==> config.mk <==
export PLATFORM = sky130hd
export DESIGN_NAME = ecbd_weight
export DESIGN_NICKNAME = d
export VERILOG_FILES = /design/src/ecbd_pkg.sv /design/src/ecbd_weight.sv
export SDC_FILE = /design/constraint.sdc
export NUM_CORES = 2
export LEC_CHECK = 0
export BUFFER_PORTS_ARGS = -buffer_cell sky130_fd_sc_hd__buf_2
export CAP_MARGIN = 20
export CORE_MARGIN = 10
export CORE_UTILIZATION = 65
export CTS_CLUSTER_SIZE = 40
export DETAILED_ROUTE_END_ITERATION = 8
export PLACE_DENSITY = 0.86
export SLEW_MARGIN = 20
export SYNTH_ARGS = -nofsm -noshare
export SYNTH_HDL_FRONTEND = slang
export SYNTH_SLANG_ARGS = --single-unit
==> constraint.sdc <==
create_clock -name i_clk -period 14.6 [get_ports i_clk]
set_input_delay 0.73 -clock i_clk [delete_from_list [all_inputs] [get_ports i_clk]]
set_output_delay 0.73 -clock i_clk [all_outputs]
set_load 0.05 [all_outputs]
==> src/ecbd_pkg.sv <==
`timescale 1ns / 1ps
`default_nettype none
// ----------------------------------------------------------------------------
// ecbd_pkg
// Shared types and constants of the cross bilateral denoiser.
// ----------------------------------------------------------------------------
package ecbd_pkg;

    localparam int MAX_WIDTH_DEF          = 1024;
    localparam int MAX_HEIGHT_DEF         = 1024;
    localparam int WEIGHT_TABLE_DEPTH_DEF = 256;

    localparam int CFG_W     = 11;
    localparam int CFG_IDX_W = 1;
    localparam int RESET_DIM = 1024;

    localparam logic [CFG_IDX_W-1:0] REG_WIDTH  = 1'b0;
    localparam logic [CFG_IDX_W-1:0] REG_HEIGHT = 1'b1;

    localparam logic ACT_PIXEL = 1'b0;
    localparam logic ACT_DRAIN = 1'b1;

    localparam logic [63:0] DW_RATIO = 64'd1032607419;
    localparam int          ONE_Q16  = 65536;

    localparam int W_W   = 17;
    localparam int NUM_W = 36;
    localparam int DEN_W = 19;
    localparam int QUO_W = 16;

    typedef logic [2:0][15:0] t_rgb;

    typedef struct packed {
        logic signed [15:0] nz;
        logic signed [15:0] ny;
        logic signed [15:0] nx;
        logic [23:0]        depth;
        logic [15:0]        alpha;
        logic [15:0]        blue;
        logic [15:0]        green;
        logic [15:0]        red;
    } t_pix;

    typedef struct packed {
        logic emit;
        logic wr;
        logic par;
        logic vl;
        logic vr;
        logic vu;
        logic vd;
        logic fd;
    } t_ctl;

endpackage
`default_nettype wire

==> src/ecbd_weight.sv <==
`timescale 1ns / 1ps
`default_nettype none
// ----------------------------------------------------------------------------
// ecbd_weight
// One neighbour lane: depth weight from a table times the fourth power of
// the clamped normal dot product. Five register stages.
// ----------------------------------------------------------------------------
module ecbd_weight #(
    parameter int WEIGHT_TABLE_DEPTH = ecbd_pkg::WEIGHT_TABLE_DEPTH_DEF
) (
    input  wire logic                      i_clk,
    input  wire logic                      i_en,
    input  wire ecbd_pkg::t_pix            i_ctr,
    input  wire ecbd_pkg::t_pix            i_nb,
    output logic      [ecbd_pkg::W_W-1:0]  o_w
);
    localparam int WB = ecbd_pkg::W_W;
    localparam int IW = (WEIGHT_TABLE_DEPTH > 1) ? $clog2(WEIGHT_TABLE_DEPTH) : 1;

    function automatic logic [WEIGHT_TABLE_DEPTH*WB-1:0] f_table();
        logic [63:0]                   a;
        logic [WEIGHT_TABLE_DEPTH*WB-1:0] t;
        a = 64'd1 << 30;
        t = '0;
        for (int k = 0; k < WEIGHT_TABLE_DEPTH; k++) begin
            t[k*WB +: WB] = WB'((a + 64'd8192) >> 14);
            a = (a * ecbd_pkg::DW_RATIO + (64'd1 << 29)) >> 30;
        end
        return t;
    endfunction

    localparam logic [WEIGHT_TABLE_DEPTH*WB-1:0] DW_TAB = f_table();

    logic [23:0]        r_dd;
    logic signed [31:0] r_p [3];
    logic [WB-1:0]      r_n;
    logic [WB-1:0]      r_dw;
    logic [WB-1:0]      r_n2;
    logic [WB-1:0]      r_dw2;
    logic [WB-1:0]      r_nw;
    logic [WB-1:0]      r_dw3;
    logic [WB-1:0]      r_w;
    logic signed [33:0] dot;
    logic signed [33:0] dot_rnd;
    logic [WB-1:0]      n_n;
    logic [WB-1:0]      n_dw;
    logic [33:0]        sq1;
    logic [33:0]        sq2;
    logic [33:0]        prod;

    assign dot = 34'(r_p[0]) + 34'(r_p[1]) + 34'(r_p[2]);
    assign dot_rnd = dot + 34'sd2048;

    always_comb begin
        if (dot <= 34'sd0) begin
            n_n = '0;
        end else if (dot >= (34'sd1 <<< 28)) begin
            n_n = WB'(ecbd_pkg::ONE_Q16);
        end else begin
            n_n = dot_rnd[28:12];
        end
        if (r_dd < 24'(WEIGHT_TABLE_DEPTH)) begin
            n_dw = DW_TAB[r_dd[IW-1:0]*WB +: WB];
        end else begin
            n_dw = '0;
        end
    end

    assign sq1  = 34'(r_n) * 34'(r_n) + 34'd32768;
    assign sq2  = 34'(r_n2) * 34'(r_n2) + 34'd32768;
    assign prod = 34'(r_dw3) * 34'(r_nw) + 34'd32768;

    always_ff @(posedge i_clk) begin
        if (i_en) begin
            r_dd   <= (i_ctr.depth > i_nb.depth) ? i_ctr.depth - i_nb.depth
                                                 : i_nb.depth - i_ctr.depth;
            r_p[0] <= i_ctr.nx * i_nb.nx;
            r_p[1] <= i_ctr.ny * i_nb.ny;
            r_p[2] <= i_ctr.nz * i_nb.nz;
            r_n    <= n_n;
            r_dw   <= n_dw;
            r_n2   <= sq1[32:16];
            r_dw2  <= r_dw;
            r_nw   <= sq2[32:16];
            r_dw3  <= r_dw2;
            r_w    <= prod[32:16];
        end
    end

    assign o_w = r_w;
endmodule
`default_nettype wire

Yosys cells after proc, flatten, opt, wreduce, memory -nomap -nowiden
Memories as Yosys holds them, arrays and structs flattened. Index checks and enable logic that the tools add are counted.

Register bits after elaboration: 143. Bits in writable memories: 96. Logic and storage cells: 35. Memories kept: 1.

$add $sub $neg: 8. $mul: 7. Magnitude comparators: 4. Shift operators: 1. Multiplexer cells: 4. Reductions and logical operators: 1.

Memories: r_p (words 3, bits a word 32, read ports 3, clocked after memory_dff 0, wr ports 3, RTL line ecbd_weight.sv:35) `logic signed [31:0] r_p [3];`.

Operator list (number): $shiftx A4352 B14 Y17 const A (1); $add A33 B16 Y33 const B (3); $mul A17 B17 Y33 (3); $mul A16 B16 Y32 (3); $sub A24 B24 Y24 (2); $add A33 B32 Y34 (1); $ge A34 B30 Y1 const B (1); $le A34 B1 Y1 const B (1); $add A32 B32 Y33 (1); $add A29 B13 Y29 const B (1); $gt A24 B24 Y1 (1); $lt A24 B9 Y1 const B (1); $mux W24 (1); $mux W17 (1); $mul A8 B5 Y13 const B (1); $mux W1 (2); $reduce_or A2 Y1 (1).

Depth between registers and ports, before layout
Word-level depth: 4. Mapped depth: 25. Gate-level depth less buffers: 24.

Worst setup path after synthesis
Ideal clock, no wire load.

Kind: input-to-reg. Start point: input port i_ctr[127] in the netlist's numbering. End point: memory r_p[2][28], in the netlist r_p[0][92] (data pin). Setup time: 0.258 ns. Arrival time: 6.494 ns. Required time: 14.342 ns. Path slack: 7.848 ns. Stages: 22. Buffers on the path: 1. Path through: clkbuf_1 > nand2_1 > fa_1 > inv_1 > fa_1 > inv_1 > fa_1 > inv_1 > fa_1 > fa_1 > inv_1 > fa_1 > inv_1 > ha_1 > a2111oi_0 > or4b_2 > a31oi_1 > o211ai_1 > a31oi_1 > o21bai_1 > a21oi_1 > xnor2_1.

RTL lines: start, declared (RTL line ecbd_weight.sv:13) `input wire ecbd_pkg::t_pix i_ctr,`; end, declared (RTL line ecbd_weight.sv:35).

Worst setup path in the final report
Start point: register r_n2[7]. End point: register r_nw[16] (data pin).

Cells in the longest elaborated chain, start to end: 2.

RTL lines: start, declared (RTL line ecbd_weight.sv:38) `logic [WB-1:0] r_n2;`; start signal, assigned (RTL line ecbd_weight.sv:82) `r_n2 <= sq1[32:16];`; $mul A17 B17 Y33 (RTL line ecbd_weight.sv:70) `assign sq2 = 34'(r_n2) * 34'(r_n2) + 34'd32768;`; $add A33 B16 Y33 (RTL line ecbd_weight.sv:70); net sq2[32] (RTL line ecbd_weight.sv:48) `logic [33:0] sq2;`; end signal, assigned (RTL line ecbd_weight.sv:84) `r_nw <= sq2[32:16];`; end, declared (RTL line ecbd_weight.sv:40) `logic [WB-1:0] r_nw;`.

The timed path passes the listed nets, and every way through them passes these cells. A chain may end at the register's enable or synchronous reset.

==> reports/metrics.cfg <==
[die]
die_y_um = 348
die_w_um = 348
rows = 120
dieArea_um2 = 121000
io_pins = 291
coreArea_um2 = 107000
start_util_pct = 65.4

[clock_network]
clock_sinks = 239
clk_path_buf_depth = 3
cts_setup_buffers = 0
cts-resized-gates = 0
cts_buffers = 28
cts_tree = done
hold_buffers = 0
cts-root-buf = clkbuf_16
path_clk_slew_ns = 0.07
clkLatencyLatePin_ns = 0.62
h-tree-depth = 1

[yosys]
synth_cell_types = 98
synthTopCellsByCount = 1,742 x inv_1, 1,432 x fa_1, 777 x nand2_1
avgSynthCellArea_um2 = 9.35
synthCells = 7479
synth_area_um2 = 69900
yosysTopAreaCellShare_pct = 41.0
synth_seq_area_share_pct = 10.3
ys_ff_latch = 239
synth_edf_count = 239
netlist_top_cells_area = fa_1 41%, ha_1 12%, edfxtp_1 10%, inv_1 9.4%, and2_1 6.0%
synth_nets = 9864
yosysTopAreaCell = fa_1
synthArstFlopShare_pct = 0
synth_flop_cell = edfxtp_1
synth.most_common_cell = inv_1
ys_warn_count = 0

[drt]
drc = 0
viasPerCell = 5.87
drt_iter0_drc = 3985
routed_wl_um = 166000
drt_first_pass_iters = 6
via_count = 51900
antenna_left = 0
wl_per_cell_um = 18.8

[grt]
groute.usage.overall_pct = 28.0
grt_max_degree = 96
overflow = 0
antenna_found_initial = 31
grt_pass1_wl_um = 279000
grt_pass1_vias = 56900
gr-usage-met3_pct = 4.11
use_met2_pct = 48.1
busiest_layer = met2
grtUsageMet1_pct = 35.2

[sta]
worst_slew_pin_slew_ns = 1.04
maxSlewViolCount = 0
fmax_mhz = 127
fin_setup_tns_ns = 0
slew_headroom_pct = 30.7
period_needed_ns = 7.90
finalHoldViolCount = 0
rsz0062_at_grt = no
fin_worst_skew_ns = 0.0425
setup_viol = 0
fin_crit_sh_pct = 54.1

[layout]
nets = 9791
top_regs = r_p: 96 flops, r_dd: 24 flops
drive_gt1_share_pct = 3.93
largest_register = r_p
fillCellCount = 7783
largest_reg_flops = 96
syn_to_final_growth_pct = 3.76
fin_util_pct = 67.8

[worst_setup_path]
crit_required_ns = 14.97
cp-start-kind = register
critPathKind = register to register
cp_max_fo = 18
r2r_slack_ns = 6.70
endpoint_kind = register
cp.arrival_ns = 8.27

[status]
status = complete, no violations

[placed_design]
gp_congestion = 0.992
io_buffer_count = 162
hpwl_um = 134000

[run]
maxCapViolations = 0

[min_path]
hold_class = register to register

[critical path: stages, from the launching register on]
cell and delay, ns:
edfxtp_1 0.90, and2_1 0.27, inv_1 0.07, fa_1 0.53, inv_1 0.06, fa_1 0.42, inv_1 0.10, fa_1 0.43
fa_1 0.56, inv_1 0.05, fa_1 0.47, inv_1 0.05, fa_1 0.48, inv_1 0.05, ha_1 0.29, nand3_1 0.14
a211oi_1 0.24, o21ai_0 0.26, a211o_1 0.42, o31ai_1 0.54, a41oi_1 0.28, a211oi_1 0.55, a211o_1 0.25, a21oi_1 0.10
xnor2_1 0.15
[metrics by stage]
step	hold slack, ns	cell area, µm²	std cells	setup slack [ns]
2_1_floorplan	0.400	69900	7479	7.85
3_3_place_gp	0.402	71500	8779	7.05
3_5_place_dp	0.405	71500	8779	6.82
4_1_cts	0.414	72500	8831	6.72
5_1_grt	0.422	72500	8851	6.35
6_report	0.413	72500	8853	6.70
[cells by family (layout without fill, tap and decap cells)]
kind of cell / count (synthesis) / after routing / synth area share [%]
AOI/OAI and AO/OA: 821 / 821 / 7.87
xor gates and xnor gates: 213 / 213 / 2.67
adders and majority gates: 2111 / 2111 / 53.2
buffers and inverters: 2026 / 1975 / 10.9
DFF: 239 / 239 / 10.3
muxes: 37 / 37 / 0.625
other: 0 / 22 / 0
and+or+nand+nor: 2032 / 2032 / 14.5
[path summary, 6_finish.rpt]
kind	from	endpoint	cells after the start
worst max-delay path	r_n2[7]	r_nw[16]	24
worst min-delay path	r_dw2[3]	r_dw3[3]	0
worst max register to register	r_n2[7]	r_nw[16]	24
worst min register to register	r_dw2[3]	r_dw3[3]	0
[layer usage]
layer  up-vias  wire length (µm)
li1      22900                 -
met1     26200             62700
met2      2295             83100
met3       565             12600
met4         4              7660
met5         -                28
[final cells by class]
class / count / area (µm²) / area share (%)
clock inverter: 22 / 259 / 0.357
antenna: 22 / 55.1 / 0.0759
tap: 1403 / 1760 / 2.42
sequential: 239 / 7180 / 9.90
multi-input combinational: 5214 / 55100 / 76.0
timing repair buffer: 177 / 933 / 1.29
inverter: 1746 / 6550 / 9.04
clock buffer: 30 / 708 / 0.976
[cells in the final DEF, fill, tap and decap left out, types with 11 or more instances in the layout]
master / count
nand4_1: 16
ha_1: 679
xor2_1: 58
a31oi_1: 34
or2_2: 16
o21bai_1: 23
nor4_1: 15
edfxtp_1: 239
nor2_1: 242
fa_1: 1432
mux2i_1: 20
a2111oi_0: 12
o21a_1: 33
clkbuf_16: 28
a211oi_1: 54
nand3_1: 53
diode_2: 22
and3_1: 39
or3_1: 14
o21ai_0: 155
buf_2: 161
a21o_1: 70
a211o_1: 19
nand2_1: 777
and2_1: 675
nor3_1: 75
buf_4: 15
inv_1: 1742
o2111ai_1: 13
o211ai_1: 41
nor2b_1: 37
nand2b_1: 32
xnor2_1: 155
mux2_2: 13
a21oi_1: 213
o31ai_1: 23
a311oi_1: 11
Power is left out: the tool's default activity adds up to more than one toggle a clock period on the data nets, which glitch-free logic cannot reach.
