--- src/ecbd_ram.sv ---
`timescale 1ns / 1ps
`default_nettype none
// ----------------------------------------------------------------------------
// ecbd_ram
// Generic RAM: one write port, two registered read ports, read-first.
// ----------------------------------------------------------------------------
module ecbd_ram #(
    parameter int WIDTH = 8,
    parameter int DEPTH = 16
) (
    input  wire logic                     i_clk,
    input  wire logic                     i_we,
    input  wire logic [$clog2(DEPTH)-1:0] i_waddr,
    input  wire logic [WIDTH-1:0]         i_wdata,
    input  wire logic                     i_re,
    input  wire logic [$clog2(DEPTH)-1:0] i_raddr_a,
    input  wire logic [$clog2(DEPTH)-1:0] i_raddr_b,
    output logic      [WIDTH-1:0]         o_rdata_a,
    output logic      [WIDTH-1:0]         o_rdata_b
);
    logic [WIDTH-1:0] r_mem [DEPTH];
    logic [WIDTH-1:0] r_rdata_a;
    logic [WIDTH-1:0] r_rdata_b;

    always_ff @(posedge i_clk) begin
        if (i_we) begin
            r_mem[i_waddr] <= i_wdata;
        end
        if (i_re) begin
            r_rdata_a <= r_mem[i_raddr_a];
            r_rdata_b <= r_mem[i_raddr_b];
        end
    end

    assign o_rdata_a = r_rdata_a;
    assign o_rdata_b = r_rdata_b;
endmodule
`default_nettype wire

--- config.mk ---
export PLATFORM = sky130hd
export DESIGN_NAME = ecbd_ram
export DESIGN_NICKNAME = d
export VERILOG_FILES = /design/src/ecbd_ram.sv
export SDC_FILE = /design/constraint.sdc
export NUM_CORES = 1
export LEC_CHECK = 0
export ABC_CLOCK_PERIOD_IN_PS = 2300
export BUFFER_PORTS_ARGS = -buffer_cell sky130_fd_sc_hd__buf_2
export CAP_MARGIN = 30
export CORE_MARGIN = 4
export CORE_UTILIZATION = 40
export DETAILED_ROUTE_END_ITERATION = 8
export REMOVE_ABC_BUFFERS = 1
export SKIP_CTS_REPAIR_TIMING = 1
export SYNTH_ARGS = -nofsm -noshare
export SYNTH_HDL_FRONTEND = slang
export SYNTH_SLANG_ARGS = --single-unit
--- constraint.sdc ---
create_clock -name i_clk -period 2.3 [get_ports i_clk]
set_input_delay 0.46 -clock i_clk [delete_from_list [all_inputs] [get_ports i_clk]]
set_output_delay 0.46 -clock i_clk [all_outputs]
set_load 0.02 [all_outputs]
Word-level counts from Yosys, hierarchy flattened. Memories as Yosys holds them, arrays and structs flattened. A register that Yosys moved wholly into a read port is not among the register bits. Cells that the tools add are included.

Multiplexer cells: 2.

Operators with widths (count): $mux W1 (2).

Memories: 1. Bits in writable memories: 128. Flip-flop bits (word level): 0. Output and inout port bits: 16. Input port bits: 23.

Memory list: r_mem (words 16, width 8, rd ports 2, clocked after Yosys merged registers in 2, wr ports 1, RTL line 21) `logic [WIDTH-1:0] r_mem [DEPTH];`.

Logic depth before layout (Yosys ltp). Gate-level depths: netlist of the first run.

Word-level depth: 2. Depth in mapped cells: 5. Depth with buffers taken out: 3.

Worst setup path before layout of the first run. Ideal clock, no wire load.

Path kind: input -> register. From: input port i_waddr[2]. To: memory r_mem[0][0] (enable). Data required time: 1917 ps. Stages on the path: 2. Setup time: 383 ps. Arrival: 1570 ps. Path slack: 347 ps. Cells stage by stage: or3b_2 nor3_1.

RTL lines: from (decl) (RTL line 13) `input wire logic [$clog2(DEPTH)-1:0] i_waddr,`; to (decl) (RTL line 21).

Straight into the memory's write port.

==> results of run 1 <==
-- flip-flops by register name, indices dropped and copies added, names as in the netlist --
register	count
o_rdata_a	8
o_rdata_b	8
r_mem	128
-- synthesized netlist by cell type --
cell,instances
nor3_1,4
nand2_1,17
nor2b_1,2
buf_4,2
mux4_2,34
nand3b_1,2
nor2_1,14
a22oi_1,32
or3b_2,1
nand3_1,1
and2b_1,2
buf_2,6
edfxtp_1,144
clkdlybuf4s25_2,6
nand2b_1,2
mux4_4,2
buf_6,6
mux4_1,28
and2_1,2
-- path summary, 6_finish.rpt --
kind,slack (ns),end,start,cells after the start
setup / recovery,0.62,o_rdata_a[3],i_raddr_a[0],5
hold / removal,0.42,r_mem[14][1],i_wdata[1],1
setup reg to reg,0.69,o_rdata_a[0],r_mem[0][0],3
hold reg to reg,0.79,o_rdata_a[7],r_mem[14][7],3
-- critical path: stages --
cell and delay, ns:
buf_2 0.14, buf_12 0.21, mux4_1 0.56, a22oi_1 0.31, nand2_1 0.14
-- layout make-up --
type	instances	share of cell area [%]
Clock buffer	17	5.53
Multi-Input combinational cell	143	26.1
Timing Repair Buffer	66	5.85
Tap cell	216	3.51
Clock inverter	15	2.80
Sequential cell	144	56.2
-- layer usage --
metal	share of wire (%)	track usage, %	up-vias	wire length, µm
met2	52	29.3	152	7780
met3	5.6	3.53	23	843
met5	0	0	-	0
met1	41	22.6	1822	6060
li1	-	-	1486	-
met4	1.7	6.66	0	255
-- power by group --
group	internal, mW	switching, mW	total (mW)
Clock	1.91	1.03	2.94
Sequential	2.97	0.0285	3.00
Combinational	0.208	0.261	0.469
Total	5.09	1.32	6.41
-- kinds of logic (layout without fill, tap and decap cells) --
| family | count (synthesis) | count (layout) | share of synthesized area [%] |
|---|---|---|---|
| simple gates | 47 | 47 | 3.35 |
| mux | 64 | 64 | 23.8 |
| buf+inv | 20 | 98 | 2.65 |
| flops | 144 | 144 | 66.5 |
| compound gates | 32 | 32 | 3.69 |
-- metrics by stage --
step	total power [mW]	cell area (µm²)	std cells	util, %
2_1_floorplan	3.28	6330	287	-
3_3_place_gp	3.52	7050	569	44.4
3_5_place_dp	3.53	7050	569	44.4
4_1_cts	6.48	7690	601	48.4
5_1_grt	6.63	7690	601	48.4
6_report	6.41	7690	601	48.4
==> summary.md, run 1 <==
Across the whole layout, storage elements account for 0.00432 mm². Number of max-slew violations in the final report: 0. Count of endpoints failing hold in the final timing report: 0. The CTS sink count was 144; the total standard cell area after synthesis was 0.00651 mm². By area the synthesized netlist is led by edfxtp_1 66%, mux4_2 12%, mux4_1 11%. The run gives 0 as the number of max-cap violations. The library cells used most frequently in the layout, excluding fill and tap cells, are 144 x edfxtp_1, 38 x buf_2, 34 x mux4_2, 32 x a22oi_1, 28 x mux4_1. Counting distinct cell types in the post-synthesis netlist gives 19. The core region is 0.0159 mm². After detailed routing, the number of vias per cell comes to 5.80. The logs give 395 for the final-stage net count and 0.00201 mm² for the area taken by multi-input logic gates. Summed over all failing endpoints, the final setup total negative slack is 0 ns. The class of the most critical hold timing path is input port to flip-flop. For this configuration, the core starts out at a cell density of 41.0%. The H-tree was split into 4 levels. The congestion estimate from routability-driven global placement came to 0.827. After clock tree synthesis, the clock-pin slew on the worst setup and hold paths is 0.06 ns. The most common cell after layout, fill and taps aside was edfxtp_1.

The width of the die works out to 136 µm. The mean post-synth cell area is 21.2 µm², and the height of the die is 136 µm. The tools report the number of endpoints failing setup at the final stage as 0. The clock latency of the later-clocked register in the worst-skew pair was 0.42 ns.

The worst slew margin relative to its limit was 67.1%; the initial antenna violation count was 0. The tools report the final antenna-violating net count as 0. For the final database, setup skew stands at 0.00519 ns.

The tools report the sequential element share of the synthesized area as 66.5%. The die covers 0.0184 mm². Type of element capturing the critical path: a flip-flop. The growth of design area from synthesis to finish was 18.3%; the minimum setup slack in the final design was 0.620 ns. The setup slack at placement is 0.160 ns, and the portion of synthesized cell area occupied by the leading cell type is 66.5%. For the number of buffers created by CTS, the log shows 17. The run gives 2.64 nW as the static leakage. The number of global-route vias before repair came out at 3,631.

The floorplan has 46 rows. Buffers placed on the I/O ports in this run total 38. The first global-routing pass estimated 22,400 µm of wire. The run gives 17.5% as the total global routing track utilization. The worst setup path category was input port to flip-flop. STA classifies the critical path startpoint as an input port.

The buffer type at the clock tree root was clkbuf_16. Entering global routing, the biggest net connects 23 pins. The routed layout has 3,483 vias. The clock period could shrink to 1.68 ns. Summed over all nets, the half-perimeter wirelength after detailed placement is 9720 µm. The number of violations reported at the end of detailed-routing iteration 0 came out at 333. Yosys warning count: 0. The share of the clock period used by the worst path is 73.0%.

After synthesis the netlist holds a flip-flop and latch count of 144. Fill cells in the final layout number 1,356. The maximum fanout encountered on the critical timing path is 21. At the worst endpoint, the required time is 2.46 ns. Leftover overflow at the end of global routing: 0.

The run finished with clean final reports. The run gives 595 MHz as the highest achievable clock rate. TritonCTS built the clock tree. The measured slew at the worst slew-check pin was 0.493 ns. After technology mapping, the gate count stands at 307.

The final layout contains routed wiring with a total length of 14,900 µm. The signal arrival time at the worst endpoint was 1.84 ns. Setup repair after global routing left no endpoint under its margin. For this design the ratio of total power to cell area is 833 mW/mm². The number of iterations in the first detailed-routing pass came out at 5. For this run, design rule violations remaining after detail routing come to 0. Counting along the longest clock path gives a buffer depth of 2. 0 antenna diodes ended up in the layout. 39 I/O pins were placed. The worst hold slack after final layout is 0.418 ns, and the proportion of layout cells with a drive suffix above 1 is 34.5%.

Cell accounting for the most synthesized area: edfxtp_1. The routed length per instance is 24.9 µm. The tools report the maximum vdd drop as 0.594 mV.
No activity file was read; power rests on OpenSTA's default activity.
==> inputs of run 2 (changes only) <==
ABC_CLOCK_PERIOD_IN_PS = 1500   (was 2300)
clock period = 1.5 ns   (was 2.3 ns; I/O delays follow)
==> run 2 against run 1 <==
  * Largest cell class unchanged
  * The run now ends with negative setup slack left
  * Cell count grew 3.0%
  * Critical path depth fell by 2
  * Sequential power is 53% higher
  * Design area is 1.5% higher
  * Highest routed layer unchanged
  * Largest power group unchanged
  * Worst hold slack got worse by 0.17 ns
==> summary.md, run 2 (synthesis gave the netlist of run 1 again) <==
For the reg-to-reg setup timing slack, the log shows -0.02 ns (-0.71 ns). The maximum fanout encountered on the critical timing path was 2 (-90%). The internal power consumption was 7.17 mW (+41%); the clock slew seen by the registers of the worst setup and hold paths was 0.06 ns (about the same).

The final-layout setup total negative slack was -0.0257 ns (-0.0257 ns). The flow ran to the end, but the final reports show violations. The run gives 0.251 ns (-0.166 ns) as the worst hold slack after final layout. The tools report the maximum vdd drop as 0.832 mV (+40%).

The tools report the startpoint of the tightest hold check path as i_wdata[4]. Type of element capturing the critical path: a flip-flop. Count of endpoints failing hold in the final timing report: 0 (unchanged). Width of the die: 136 µm (unchanged). The tools report the clock latency of the later-clocked register in the worst-skew pair as 0.42 ns (about the same). The number of buffers created by CTS is 17 (unchanged), and the last weighted congestion value of the routability-driven placer is 0.794 (-4.1%). The number of max-slew violations in the final report was 0 (unchanged). The register name with the most flops was r_mem. The footprint of the flip-flops and latches is 0.00432 mm² (unchanged), and the total global routing track utilization is 17.7% (+0.20 points). Setup repair after global routing could not meet its margin everywhere.

The static leakage is 2.67 nW (+1.0%), and the wire length of the first global-routing pass is 22,700 µm (+1.7%). The number of diodes added for antenna fixing came out at 0 (unchanged). The logs give 19 (-17%) for the maximum number of pins on one net before global-route repair and 2 (unchanged) for the number of buffers on the longest clock path. Final design instance area without fill: 0.00781 mm² (+1.5%). The cell with the biggest individual delay on the critical path is mux4_1. The tools report the sequential cell fraction of total power as 50.6% (+3.8 points). For the die footprint, the log shows 0.0184 mm² (unchanged).

The count of buffers inserted at the top-level ports was 38 (unchanged); the total via count after detailed routing was 3,454 (-0.83%). The run gives 0 (unchanged) as the final antenna-violating net count. The signal arrival time at the worst endpoint came out at 1.68 ns (-0.16 ns). TritonCTS built the clock tree. Leaving out fill and tap cells, the most frequent cells in the layout are 144 x edfxtp_1, 43 x mux4_2, 40 x buf_4, 38 x buf_2, 19 x mux4_1. The number of max-cap violations came out at 0 (unchanged).

Height of the die: 136 µm (unchanged). The tools report the initial antenna violation count as 0 (unchanged). CTS placed an instance of clkbuf_16 at the clock tree root. The combined buffer and inverter count along the critical path is 0 (-2), and the part of the power in combinational logic is 8.9% (+1.6 points). The tools report the HPWL after detailed placement as 10,100 µm (+3.9%).

The cell family with the largest share of critical-path delay was multiplexers. The leftover overflow at the end of global routing is 0 (unchanged), and the measured slew at the worst slew-check pin is 1.07 ns (+0.575 ns). Dividing the final minimum period by the clock period gives 101%.

Setup slack at placement: -0.510 ns (-0.671 ns). Leaving out fill and tap cells, the most frequent cell in the layout is edfxtp_1. The run gives 3,702 (+2.0%) as the number of global-route vias before repair.

The net switching share of the total power was 21.2% (+0.64 points); the number of fillers in the final layout was 1,340 (-1.2%). The minimum setup slack in the final design was -0.0203 ns (-0.640 ns); the final routed wirelength across all metal layers was 15,000 µm (+0.68%). The worst clock skew on the final layout is 0.00986 ns (+0.00467 ns). Number of iterations in the first detailed-routing pass: 4 (-1).

The clock network fraction of total power is 40.6% (-5.3 points). The data required time at the worst endpoint is 1.66 ns (-0.80 ns). The run gives 39 (unchanged) as the number of top-level pins. The routed length per instance came out at 24.3 µm (-2.3%). Traced cell by cell, the critical path runs through mux4_1 > a22oi_2 > nand2_1.

The worst reg2reg path endpoint is o_rdata_a[7]. The logs give 144 (unchanged) for the CTS sink count and 0 (unchanged) for the final routed DRC violation total. Starting density of the core: 41.0% (unchanged).

Cell count of the worst hold path: 1 (unchanged). The clock period minus final worst setup slack is 1.52 ns, and the number of endpoints failing setup at the final stage is 2 (+2). The worst setup path is launched from a flip-flop. The checks that failed: negative setup slack. The number of violations reported at the end of detailed-routing iteration 0 came out at 227 (-32%). The power density normalized to cell area is 1170 mW/mm² (+40%), and the growth of design area from synthesis to finish is 20.0%. The critical path is of the flip-flop to flip-flop type. The floorplan core area came out at 0.0159 mm² (unchanged). The run gives 0.00205 mm² (+2.2%) as the area taken by multi-input logic gates. Biggest cell delay along the critical path: 0.57 ns (about the same). The cell area after placement is 0.00725 mm² (+2.8%). The min-delay analysis places its worst path in the category input port to flip-flop.

The logic depth of the worst register-to-register path is 3 (unchanged), and the worst slew margin relative to its limit is 28.6% (-39 points). The reg-to-reg critical path startpoint is r_mem[1][7]. Ratio of routed vias to standard cells: 5.58 (-3.7%).

The reported net switching power was 1.93 mW (+46%). The run gives 4 (unchanged) as the number of H-tree branching levels. For the power after layout, the log shows 9.10 mW (+42%).

The logs give 46 (unchanged) for the number of cell rows and 658 MHz for the highest achievable clock rate. The worst min-delay path endpoint is r_mem[2][4]. The proportion of layout cells with a drive suffix above 1 works out to 42.2% (+7.6 points). The number of flip-flops under the largest register name is 128 (unchanged), and the final-stage net count is 415 (+5.1%).
[run 2: worst max path at each step]
stage	cells after the start	endpoint	from
after floorplan	2	r_mem[0][0]	i_waddr[2]
after global placement	6	o_rdata_a[3]	i_raddr_a[0]
after detailed placement	6	o_rdata_a[3]	i_raddr_a[0]
after CTS	3	o_rdata_a[3]	r_mem[1][3]
after global routing	3	o_rdata_a[7]	r_mem[1][7]
final	3	o_rdata_a[7]	r_mem[1][7]
[run 2: metrics by stage]
step                      std cells  util (%)
after global placement          589      45.7
final                           619      49.2
after CTS                       619      48.9
after floorplan                 287         -
after detailed placement        589      45.7
after global routing            619      49.2
[run 2: final cells by class]
class	count	area share [%]
clock inverter	8	0.865
tap	216	3.46
sequential	144	55.4
clock buffer	22	5.69
multi-input combinational	143	26.3
timing repair buffer	86	8.33
[run 2: metal layers]
| metal | global-route usage (%) | up-vias | wire length [µm] |
|---|---|---|---|
| li1 | - | 1524 | - |
| met1 | 23.4 | 1760 | 5730 |
| met2 | 28.5 | 147 | 7790 |
| met3 | 4.94 | 23 | 1290 |
| met4 | 6.05 | 0 | 234 |
| met5 | 0 | - | 0 |
[run 2: worst reg2reg max path, stage by stage, from the launching register on]
cell and delay [ns]:
edfxtp_1 0.40, mux4_1 0.57, a22oi_2 0.23, nand2_1 0.07
[run 2: power groups by stage]
stage	Clock, mW	Sequential (mW)	Combinational [mW]
after detailed placement	0	4.68	0.784
after floorplan	0	4.72	0.315
after CTS	3.78	4.60	0.786
after global routing	3.97	4.61	0.868
after global placement	0	4.68	0.776
final	3.69	4.60	0.806
