**config.mk**
```make
export PLATFORM = sky130hd
export DESIGN_NAME = ecbd_ctrl
export DESIGN_NICKNAME = d
export VERILOG_FILES = /design/src/ecbd_pkg.sv /design/src/ecbd_ctrl.sv
export SDC_FILE = /design/constraint.sdc
export NUM_CORES = 1
export LEC_CHECK = 0
export ABC_CLOCK_PERIOD_IN_PS = 3800
export BUFFER_PORTS_ARGS = -buffer_cell sky130_fd_sc_hd__buf_2
export CORE_MARGIN = 2
export CORE_UTILIZATION = 40
export CTS_BUF_LIST = sky130_fd_sc_hd__clkbuf_2
export DETAILED_ROUTE_END_ITERATION = 6
export PLACE_DENSITY_LB_ADDON = 0.08
export RECOVER_POWER = 50
export SLEW_MARGIN = 15
export SYNTH_ARGS = -nofsm -noshare
export SYNTH_HDL_FRONTEND = slang
export SYNTH_SLANG_ARGS = --single-unit
```
**constraint.sdc**
```tcl
create_clock -name i_clk -period 3.8 [get_ports i_clk]
set_input_delay 0.76 -clock i_clk [delete_from_list [all_inputs] [get_ports i_clk]]
set_output_delay 0.76 -clock i_clk [all_outputs]
set_load 0.02 [all_outputs]
```
**src/ecbd_pkg.sv**
```systemverilog
`timescale 1ns / 1ps
`default_nettype none
// ----------------------------------------------------------------------------
// ecbd_pkg
// Shared types and constants of the cross bilateral denoiser.
// ----------------------------------------------------------------------------
package ecbd_pkg;

    localparam int MAX_WIDTH_DEF          = 1024;
    localparam int MAX_HEIGHT_DEF         = 1024;
    localparam int WEIGHT_TABLE_DEPTH_DEF = 256;

    localparam int CFG_W     = 11;
    localparam int CFG_IDX_W = 1;
    localparam int RESET_DIM = 1024;

    localparam logic [CFG_IDX_W-1:0] REG_WIDTH  = 1'b0;
    localparam logic [CFG_IDX_W-1:0] REG_HEIGHT = 1'b1;

    localparam logic ACT_PIXEL = 1'b0;
    localparam logic ACT_DRAIN = 1'b1;

    localparam logic [63:0] DW_RATIO = 64'd1032607419;
    localparam int          ONE_Q16  = 65536;

    localparam int W_W   = 17;
    localparam int NUM_W = 36;
    localparam int DEN_W = 19;
    localparam int QUO_W = 16;

    typedef logic [2:0][15:0] t_rgb;

    typedef struct packed {
        logic signed [15:0] nz;
        logic signed [15:0] ny;
        logic signed [15:0] nx;
        logic [23:0]        depth;
        logic [15:0]        alpha;
        logic [15:0]        blue;
        logic [15:0]        green;
        logic [15:0]        red;
    } t_pix;

    typedef struct packed {
        logic emit;
        logic wr;
        logic par;
        logic vl;
        logic vr;
        logic vu;
        logic vd;
        logic fd;
    } t_ctl;

endpackage
`default_nettype wire

```
**src/ecbd_ctrl.sv**
```systemverilog
`timescale 1ns / 1ps
`default_nettype none
// ----------------------------------------------------------------------------
// ecbd_ctrl
// Frame sequencer: size registers, column/row/drain counters, per-item
// issue decision and neighbour validity.
// ----------------------------------------------------------------------------
module ecbd_ctrl #(
    parameter int MAX_WIDTH  = ecbd_pkg::MAX_WIDTH_DEF,
    parameter int MAX_HEIGHT = ecbd_pkg::MAX_HEIGHT_DEF
) (
    input  wire logic                                 i_clk,
    input  wire logic                                 i_rst_n,
    input  wire logic                                 i_cfg_we,
    input  wire logic [ecbd_pkg::CFG_IDX_W-1:0]       i_cfg_idx,
    input  wire logic [ecbd_pkg::CFG_W-1:0]           i_cfg_data,
    input  wire logic                                 i_take,
    input  wire logic                                 i_action,
    output ecbd_pkg::t_ctl                            o_ctl,
    output logic      [$clog2(MAX_WIDTH+1)-1:0]       o_x
);
    localparam int CW = $clog2(MAX_WIDTH + 1);
    localparam int RW = $clog2(MAX_HEIGHT + 1);
    localparam int WW = (CW > ecbd_pkg::CFG_W) ? CW : ecbd_pkg::CFG_W;
    localparam int HW = (RW > ecbd_pkg::CFG_W) ? RW : ecbd_pkg::CFG_W;

    logic [ecbd_pkg::CFG_W-1:0] r_width;
    logic [ecbd_pkg::CFG_W-1:0] r_height;
    logic [CW-1:0]              r_col;
    logic [CW-1:0]              r_drain;
    logic [RW-1:0]              r_row;
    logic [CW-1:0]              n_col;
    logic [CW-1:0]              n_drain;
    logic [RW-1:0]              n_row;
    logic [CW-1:0]              w_eff;
    logic [RW-1:0]              h_eff;
    logic [CW-1:0]              col_inc;
    logic [CW-1:0]              drain_inc;
    logic [RW-1:0]              row_inc;
    ecbd_pkg::t_ctl             ctl;
    logic [CW-1:0]              x;

    always_comb begin
        if (r_width == '0) begin
            w_eff = CW'(1);
        end else if (WW'(r_width) > WW'(MAX_WIDTH)) begin
            w_eff = CW'(MAX_WIDTH);
        end else begin
            w_eff = CW'(r_width);
        end
        if (r_height == '0) begin
            h_eff = RW'(1);
        end else if (HW'(r_height) > HW'(MAX_HEIGHT)) begin
            h_eff = RW'(MAX_HEIGHT);
        end else begin
            h_eff = RW'(r_height);
        end
    end

    assign col_inc   = r_col + 1'b1;
    assign drain_inc = r_drain + 1'b1;
    assign row_inc   = r_row + 1'b1;

    always_comb begin
        ctl     = '0;
        ctl.par = r_row[0];
        x       = r_col;
        n_col   = r_col;
        n_row   = r_row;
        n_drain = r_drain;
        if (i_action == ecbd_pkg::ACT_PIXEL) begin
            if (r_row < h_eff && r_col < w_eff) begin
                ctl.wr   = 1'b1;
                ctl.emit = (r_row != '0);
                ctl.vl   = (r_col != '0);
                ctl.vr   = (col_inc < w_eff);
                ctl.vu   = (r_row > RW'(1));
                ctl.vd   = 1'b1;
                if (col_inc >= w_eff) begin
                    n_col = '0;
                    n_row = row_inc;
                    if (row_inc >= h_eff) begin
                        n_drain = '0;
                    end
                end else begin
                    n_col = col_inc;
                end
            end
        end else begin
            x = r_drain;
            if (r_row >= h_eff && r_drain < w_eff) begin
                ctl.emit = 1'b1;
                ctl.vl   = (r_drain != '0);
                ctl.vr   = (drain_inc < w_eff);
                ctl.vu   = (h_eff > RW'(1));
                ctl.fd   = (drain_inc >= w_eff);
                if (drain_inc >= w_eff) begin
                    n_col   = '0;
                    n_row   = '0;
                    n_drain = '0;
                end else begin
                    n_drain = drain_inc;
                end
            end
        end
    end

    always_ff @(posedge i_clk) begin
        if (!i_rst_n) begin
            r_width  <= ecbd_pkg::CFG_W'(ecbd_pkg::RESET_DIM);
            r_height <= ecbd_pkg::CFG_W'(ecbd_pkg::RESET_DIM);
            r_col    <= '0;
            r_row    <= '0;
            r_drain  <= '0;
        end else if (i_cfg_we) begin
            case (i_cfg_idx)
                ecbd_pkg::REG_WIDTH: begin
                    r_width <= i_cfg_data;
                end
                ecbd_pkg::REG_HEIGHT: begin
                    r_height <= i_cfg_data;
                end
                default: begin
                end
            endcase
            r_col   <= '0;
            r_row   <= '0;
            r_drain <= '0;
        end else if (i_take) begin
            r_col   <= n_col;
            r_row   <= n_row;
            r_drain <= n_drain;
        end
    end

    assign o_ctl = ctl;
    assign o_x   = x;

`ifndef SYNTHESIS
    a_row_in_frame: assert property (@(posedge i_clk) disable iff (!i_rst_n)
        r_row <= h_eff)
        else $error("row counter beyond frame height");

    a_drain_only_pending: assert property (@(posedge i_clk) disable iff (!i_rst_n)
        (r_drain != '0) |-> (r_row >= h_eff))
        else $error("drain counter moved without a pending last row");
`endif
endmodule
`default_nettype wire

```
### Word level (Yosys, flattened, before mapping)

Cells that the tools add are included.
W data, S select, Z words.

* flip-flop bits (word level): 55
* bits of input ports: 17

* add/sub/neg operators: 3
* order comparisons: 13
* equality and inequality tests: 2
* muxes and demuxes: 29
* bitwise operators: 2
* reductions and logical operators: 16

Operators by type and width (number)
* $mux W11: 19
* $lt A11 B11 Y1: 5
* $ge A11 B11 Y1: 4
* $add A11 B1 Y11 const B: 3
* $reduce_bool A11 Y1: 3
* $gt A11 B1 Y1 const B: 2
* $gt A11 B11 Y1 const B: 2
* $logic_not A11 Y1: 2
* $reduce_and A5 Y1: 2
* $mux W1: 6
* $mux W3: 2
* $reduce_bool A2 Y1: 3
* $mux W4: 1
* $ne A2 B1 Y1 const B: 2
* $reduce_and A2 Y1: 2
* $reduce_and A4 Y1: 1
* $logic_and A1 B1 Y1: 2
* $mux W2: 1
* $not A1 Y1: 2
* $reduce_or A2 Y1: 1

### Longest topological paths before layout

* depth after elaboration: 8
* gate-level depth with buffers: 16
* gate-level depth less buffers: 14

### Worst setup path after synthesis

No wires, ideal clock.

* path type: register to output
* from: reg r_width[10] (netlist name)
* to: out o_ctl[3] (netlist name)
* arrival: 2746 ps
* setup slack: 294 ps
* cell stages (with the launch flop): 9
* buffers on the path: 1
* cell sequence: dfxtp_1 > inv_1 > clkbuf_1 > nand2_1 > ha_1 > a2111oi_4 > a221oi_2 > nor4b_4 > a32o_1

RTL lines
* start, declared: line ecbd_ctrl.sv:27 `logic [ecbd_pkg::CFG_W-1:0] r_width;`
* start signal, assigned: line ecbd_ctrl.sv:110 `r_width <= ecbd_pkg::CFG_W'(ecbd_pkg::RESET_DIM);`
* start signal, assigned: line ecbd_ctrl.sv:118 `r_width <= i_cfg_data;`
* end, declared: line ecbd_ctrl.sv:19 `output ecbd_pkg::t_ctl o_ctl,`

==> summary.md <==
| Metric | Value |
|---|---|
| Outcome | finished, violations left |
| Failing checks | negative setup slack |
| Synth Area in Adders | 20.10% |
| Count of TritonRoute iterations in the first routing pass | 4 |
| Part of the power in registers | 54.2% |
| Cell mode on critical path | sky130_fd_sc_hd__buf_4 |
| Largest fanout on the critical path | 4 |
| Final-report max-slew violation count | 0 |
| DRT iter0 DRCs | 271 |
| Gp weighted congestion | 0.9250 |
| Average footprint of a synthesized cell | 8.054 sq um |
| Post-synthesis compound-gate area fraction | 19.28% |
| Clk network pwr share | 28.0% |
| Setup slack after placement | 0.1503 ns |
| Final-layout fill cell count | 1141 |
| XOR/XNOR share of the synthesized area | 4.183% |
| Slew at the pin closest to its max-slew limit | 1.190 ns |
| Y dimension of the die | 111.3 um |
| Vias in the first global route | 4106 |
| Antenna fix cells | 0 |
| Capturing element type of the critical path | output pin |
| Setup repair after global routing missed its margin | yes |
| Class of the most critical hold timing path | primary input to flip-flop |
| Max Root-Sink Buffers | 2 |
| Detailed-route wire length | 13.43 mm |
| Number of storage elements in the synthesis netlist | 55 |
| Arrival time at the worst endpoint | 3.05 ns |
| Net load switching power | 0.3335 mW |
| Largest family of logic cells by synthesized area | simple AND/OR/NAND/NOR gates |
| Minimum setup slack in the final design | -0.005543 ns |
| Clock transition at the registers of the reported paths | 0.32 ns |
| Final setup violation count | 1 |
| Number of failing hold endpoints at the final stage | 0 |
| Sw Share | 29.98% |
| Worst path max stage delay | 0.45 ns |
| Slowest stage cell, crit path | sky130_fd_sc_hd__dfxtp_4 |
| Std-Cell Rows | 39 |
| Unique masters post-synth | 54 |
| Global-route usage over all layers | 21.62% |
| Antenna violation net count after detailed routing | 0 |
| Instance area at placement | 0.005067 sq mm |
| Pin count of the biggest net entering global routing | 29 |
| FMAX | 0.2628 GHz |
| CTS tree | done |
| Combinational fraction of design power | 17.8% |
| Wire per inst | 17.03 um |
| Leakage | 2.386 nW |
| Area share of and/or/nand/nor cells after synthesis | 25.61% |
| Synth Instances | 572 |
| Share of final-layout standard cells stronger than drive strength 1 | 23.07% |
| Worst reg2reg endpoint | r_drain[8] |
| I/O pin count | 36 |
| Number of warnings printed during yosys synthesis | 0 |
| Synthesis-to-layout area growth | 19.66% |
| CP cell instances | ha_4, nand3_4, buf_4, or2_2, xnor2_1, ha_1, o21ai_0, o21ai_1, a211oi_2, buf_4, buf_4, a21boi_2, buf_4 |
| Maximum vdd ir drop | 119.5 uV |
| Time the worst path needs with I/O delays and setup | 3.806 ns |
| Post-layout nets | 736 |
| Min-Delay Startpoint | i_cfg_data[8] |
| DR vias | 4363 |
| Element type at the critical path start | flip-flop |
| Die extent in x | 111.3 um |
| Num CTS Buffers | 5 |
| Async set-reset flop share out of synthesis | 0% |
| Hold Path Cell Cnt | 3 |
| Vias/cell | 5.530 |
| Number of flops mapped to enable cells by yosys | 0 |
| Sum of net half-perimeters after detailed placement | 10.29 mm |
| Number of antenna violations at the first check in global routing | 0 |
| Overflow left after global routing | 0 |
| Required arrival time at the worst endpoint | 3.04 ns |
| Final Cycle Share | 100.1% |
| Min Hold Slack | 0.4844 ns |
| Max Clock Skew | 0.04579 ns |
| Int Pwr | 0.7790 mW |
| Port bufs | 35 |
| Number of buffer and inverter instances along the worst setup path | 4 |
| Num Clock Sinks | 55 |
| Initial cell density of the core | 40.69% |
| Crit Path Class | flip-flop to output pin |
| Seq/Total Area, Yosys | 23.90% |
| Insertion delay to the later sink of the worst-skew pair | 0.50 ns |
| Crit-path leading delay family | buffers and inverters |
| Synthesized net count | 663 |
| First-pass GRT wire length | 21.59 mm |
| Level count of the clock H-tree | 2 |
| Worst slew margin relative to its limit | 20.66% |
| Number of DRC violations after detailed routing | 0 |
| Power per standard cell area | 201.8 mW/mm^2 |
| Cell area after synthesis | 0.004607 sq mm |
| Quantity of hold-fixing buffers added after cts | 0 |
| Area of all placed cells without fillers | 0.005513 sq mm |
| Launching point of the worst reg2reg path | r_col[0] |
| Hold EP | r_width[8] |
| Mux share of post-synthesis cell area | 3.123% |
| Core Region | 0.01132 sq mm |
| Buffer type at the clock tree root | sky130_fd_sc_hd__clkbuf_2 |
| Reg-to-reg slack, setup | 0.17 ns |
| Primary FF master, synth | sky130_fd_sc_hd__dfxtp_1 |
| Cell count of the worst reg-to-reg path | 13 |
| Post-layout power | 1.112 mW |
| Max Cap Violations | 0 |
| Die Footprint | 0.01239 sq mm |
-- worst max path at each step --
| stage | end | from | cells after the start | slack, ns |
|---|---|---|---|---|
| 2_1_floorplan | o_ctl[3] | r_width[10] | 8 | 0.29 |
| 3_3_place_gp | o_ctl[3] | r_drain[1] | 13 | 0.15 |
| 3_5_place_dp | o_ctl[4] | r_width[10] | 11 | 0.15 |
| 4_1_cts | o_ctl[3] | r_drain[1] | 13 | -0.05 |
| 5_1_grt | o_ctl[3] | r_drain[1] | 13 | -0.19 |
| 6_report | o_ctl[0] | r_drain[1] | 13 | -0.006 |
-- cells by family after synthesis --
logic type                 Yosys count
AOI/OAI and AO/OA                  126
xor gates and xnor gates            22
adders and majority gates           74
buffers and inverters               42
DFF                                 55
muxes                               13
and+or+nand+nor                    240
-- cell type report --
class,count,area [sq um],area share [%]
multi-input cells,475,3491,63.32
flip-flops and latches,55,1124,20.38
repair buffers,90,580.6,10.53
well taps,143,178.9,3.246
inverters,17,70.07,1.271
clock inverters,3,38.79,0.7036
clock buffers,5,25.02,0.4539
repair inverters,1,5.005,0.09079
-- synth_stat cells, types with 6 or more instances --
| cell | instances | area share [%] |
|---|---|---|
| sky130_fd_sc_hd__inv_1 | 17 | 1.4 |
| sky130_fd_sc_hd__nor2_1 | 33 | 2.7 |
| sky130_fd_sc_hd__dfxtp_1 | 55 | 24 |
| sky130_fd_sc_hd__nor4_1 | 9 | 1.2 |
| sky130_fd_sc_hd__clkbuf_1 | 18 | 1.5 |
| sky130_fd_sc_hd__and3_1 | 8 | 1.1 |
| sky130_fd_sc_hd__xnor2_1 | 13 | 2.5 |
| sky130_fd_sc_hd__a21o_1 | 10 | 1.6 |
| sky130_fd_sc_hd__mux2_2 | 11 | 2.7 |
| sky130_fd_sc_hd__o21ai_0 | 21 | 2.3 |
| sky130_fd_sc_hd__a211oi_1 | 6 | 0.98 |
| sky130_fd_sc_hd__nand2_1 | 106 | 8.6 |
| sky130_fd_sc_hd__a21oi_1 | 32 | 3.5 |
| sky130_fd_sc_hd__nand2b_1 | 6 | 0.81 |
| sky130_fd_sc_hd__nand4_1 | 14 | 1.9 |
| sky130_fd_sc_hd__a221o_1 | 7 | 1.5 |
| sky130_fd_sc_hd__a21boi_0 | 22 | 3.6 |
| sky130_fd_sc_hd__nand3_1 | 26 | 2.8 |
| sky130_fd_sc_hd__xor2_1 | 9 | 1.7 |
| sky130_fd_sc_hd__ha_1 | 74 | 20 |
-- power by group through the flow --
stage	registers, mW	logic [mW]	clock network, mW
3_5_place_dp	0.612	0.175	0
2_1_floorplan	0.608	0.118	0
6_report	0.603	0.198	0.312
3_3_place_gp	0.611	0.174	0
5_1_grt	0.606	0.218	0.344
4_1_cts	0.602	0.187	0.326
-- routing by layer --
metal	vias up	share of wire [%]	global-route usage, %
li1	2211	-	-
met4	0	1.1	4.444
met1	2060	51	31.88
met5	-	0	0
met2	79	45	34.02
met3	13	3.7	2.679
-- layout by cell type (no fill, tap or decap), types with 8 or more instances in the layout --
cell and instances:
sky130_fd_sc_hd__inv_1 15, sky130_fd_sc_hd__dfxtp_1 43, sky130_fd_sc_hd__buf_2 23, sky130_fd_sc_hd__a21oi_1 31, sky130_fd_sc_hd__nand4_1 14, sky130_fd_sc_hd__nand3_1 21, sky130_fd_sc_hd__ha_1 73, sky130_fd_sc_hd__xnor2_1 13
sky130_fd_sc_hd__mux2_2 10, sky130_fd_sc_hd__xor2_1 8, sky130_fd_sc_hd__o21ai_0 20, sky130_fd_sc_hd__nor2_1 28, sky130_fd_sc_hd__dfxtp_2 9, sky130_fd_sc_hd__buf_4 53, sky130_fd_sc_hd__nand2_1 101, sky130_fd_sc_hd__clkbuf_1 12
sky130_fd_sc_hd__a21o_1 10, sky130_fd_sc_hd__a21boi_0 21
-- timing repair --
action | CTS | global route
gates cloned | 0 | 1
endpoints found under the setup margin | 7 | 18
pin swaps | 6 | 15
gates resized for setup | 33 | 25
setup buffers | 19 | 7
-- worst reg2reg max path, stage by stage (launching register included) --
cell	delay (ns)
sky130_fd_sc_hd__dfxtp_2	0.40
sky130_fd_sc_hd__ha_1	0.17
sky130_fd_sc_hd__and3_1	0.23
sky130_fd_sc_hd__nand3_2	0.13
sky130_fd_sc_hd__nor2_1	0.12
sky130_fd_sc_hd__nand3_1	0.10
sky130_fd_sc_hd__xnor2_1	0.18
sky130_fd_sc_hd__ha_1	0.34
sky130_fd_sc_hd__nand4_1	0.13
sky130_fd_sc_hd__or4_1	0.54
sky130_fd_sc_hd__nand4b_1	0.20
sky130_fd_sc_hd__o21ai_0	0.26
sky130_fd_sc_hd__o21a_1	0.36
sky130_fd_sc_hd__a221o_1	0.39
-- registers in the layout, summed over array words and instances (netlist names) --
name	cells
r_row	11
r_width	11
r_drain	11
r_height	11
r_col	11
-- metrics by stage --
stage / setup TNS, ns / cells / utilization [%]
after floorplan: 0 / 572 / -
after global placement: 0 / 754 / 44.76
after detailed placement: 0 / 754 / 44.76
after CTS: -0.04950 / 781 / 47.46
after global routing: -0.7405 / 789 / 48.70
final: -0.005543 / 789 / 48.70
(Power assumes the default switching activity.)
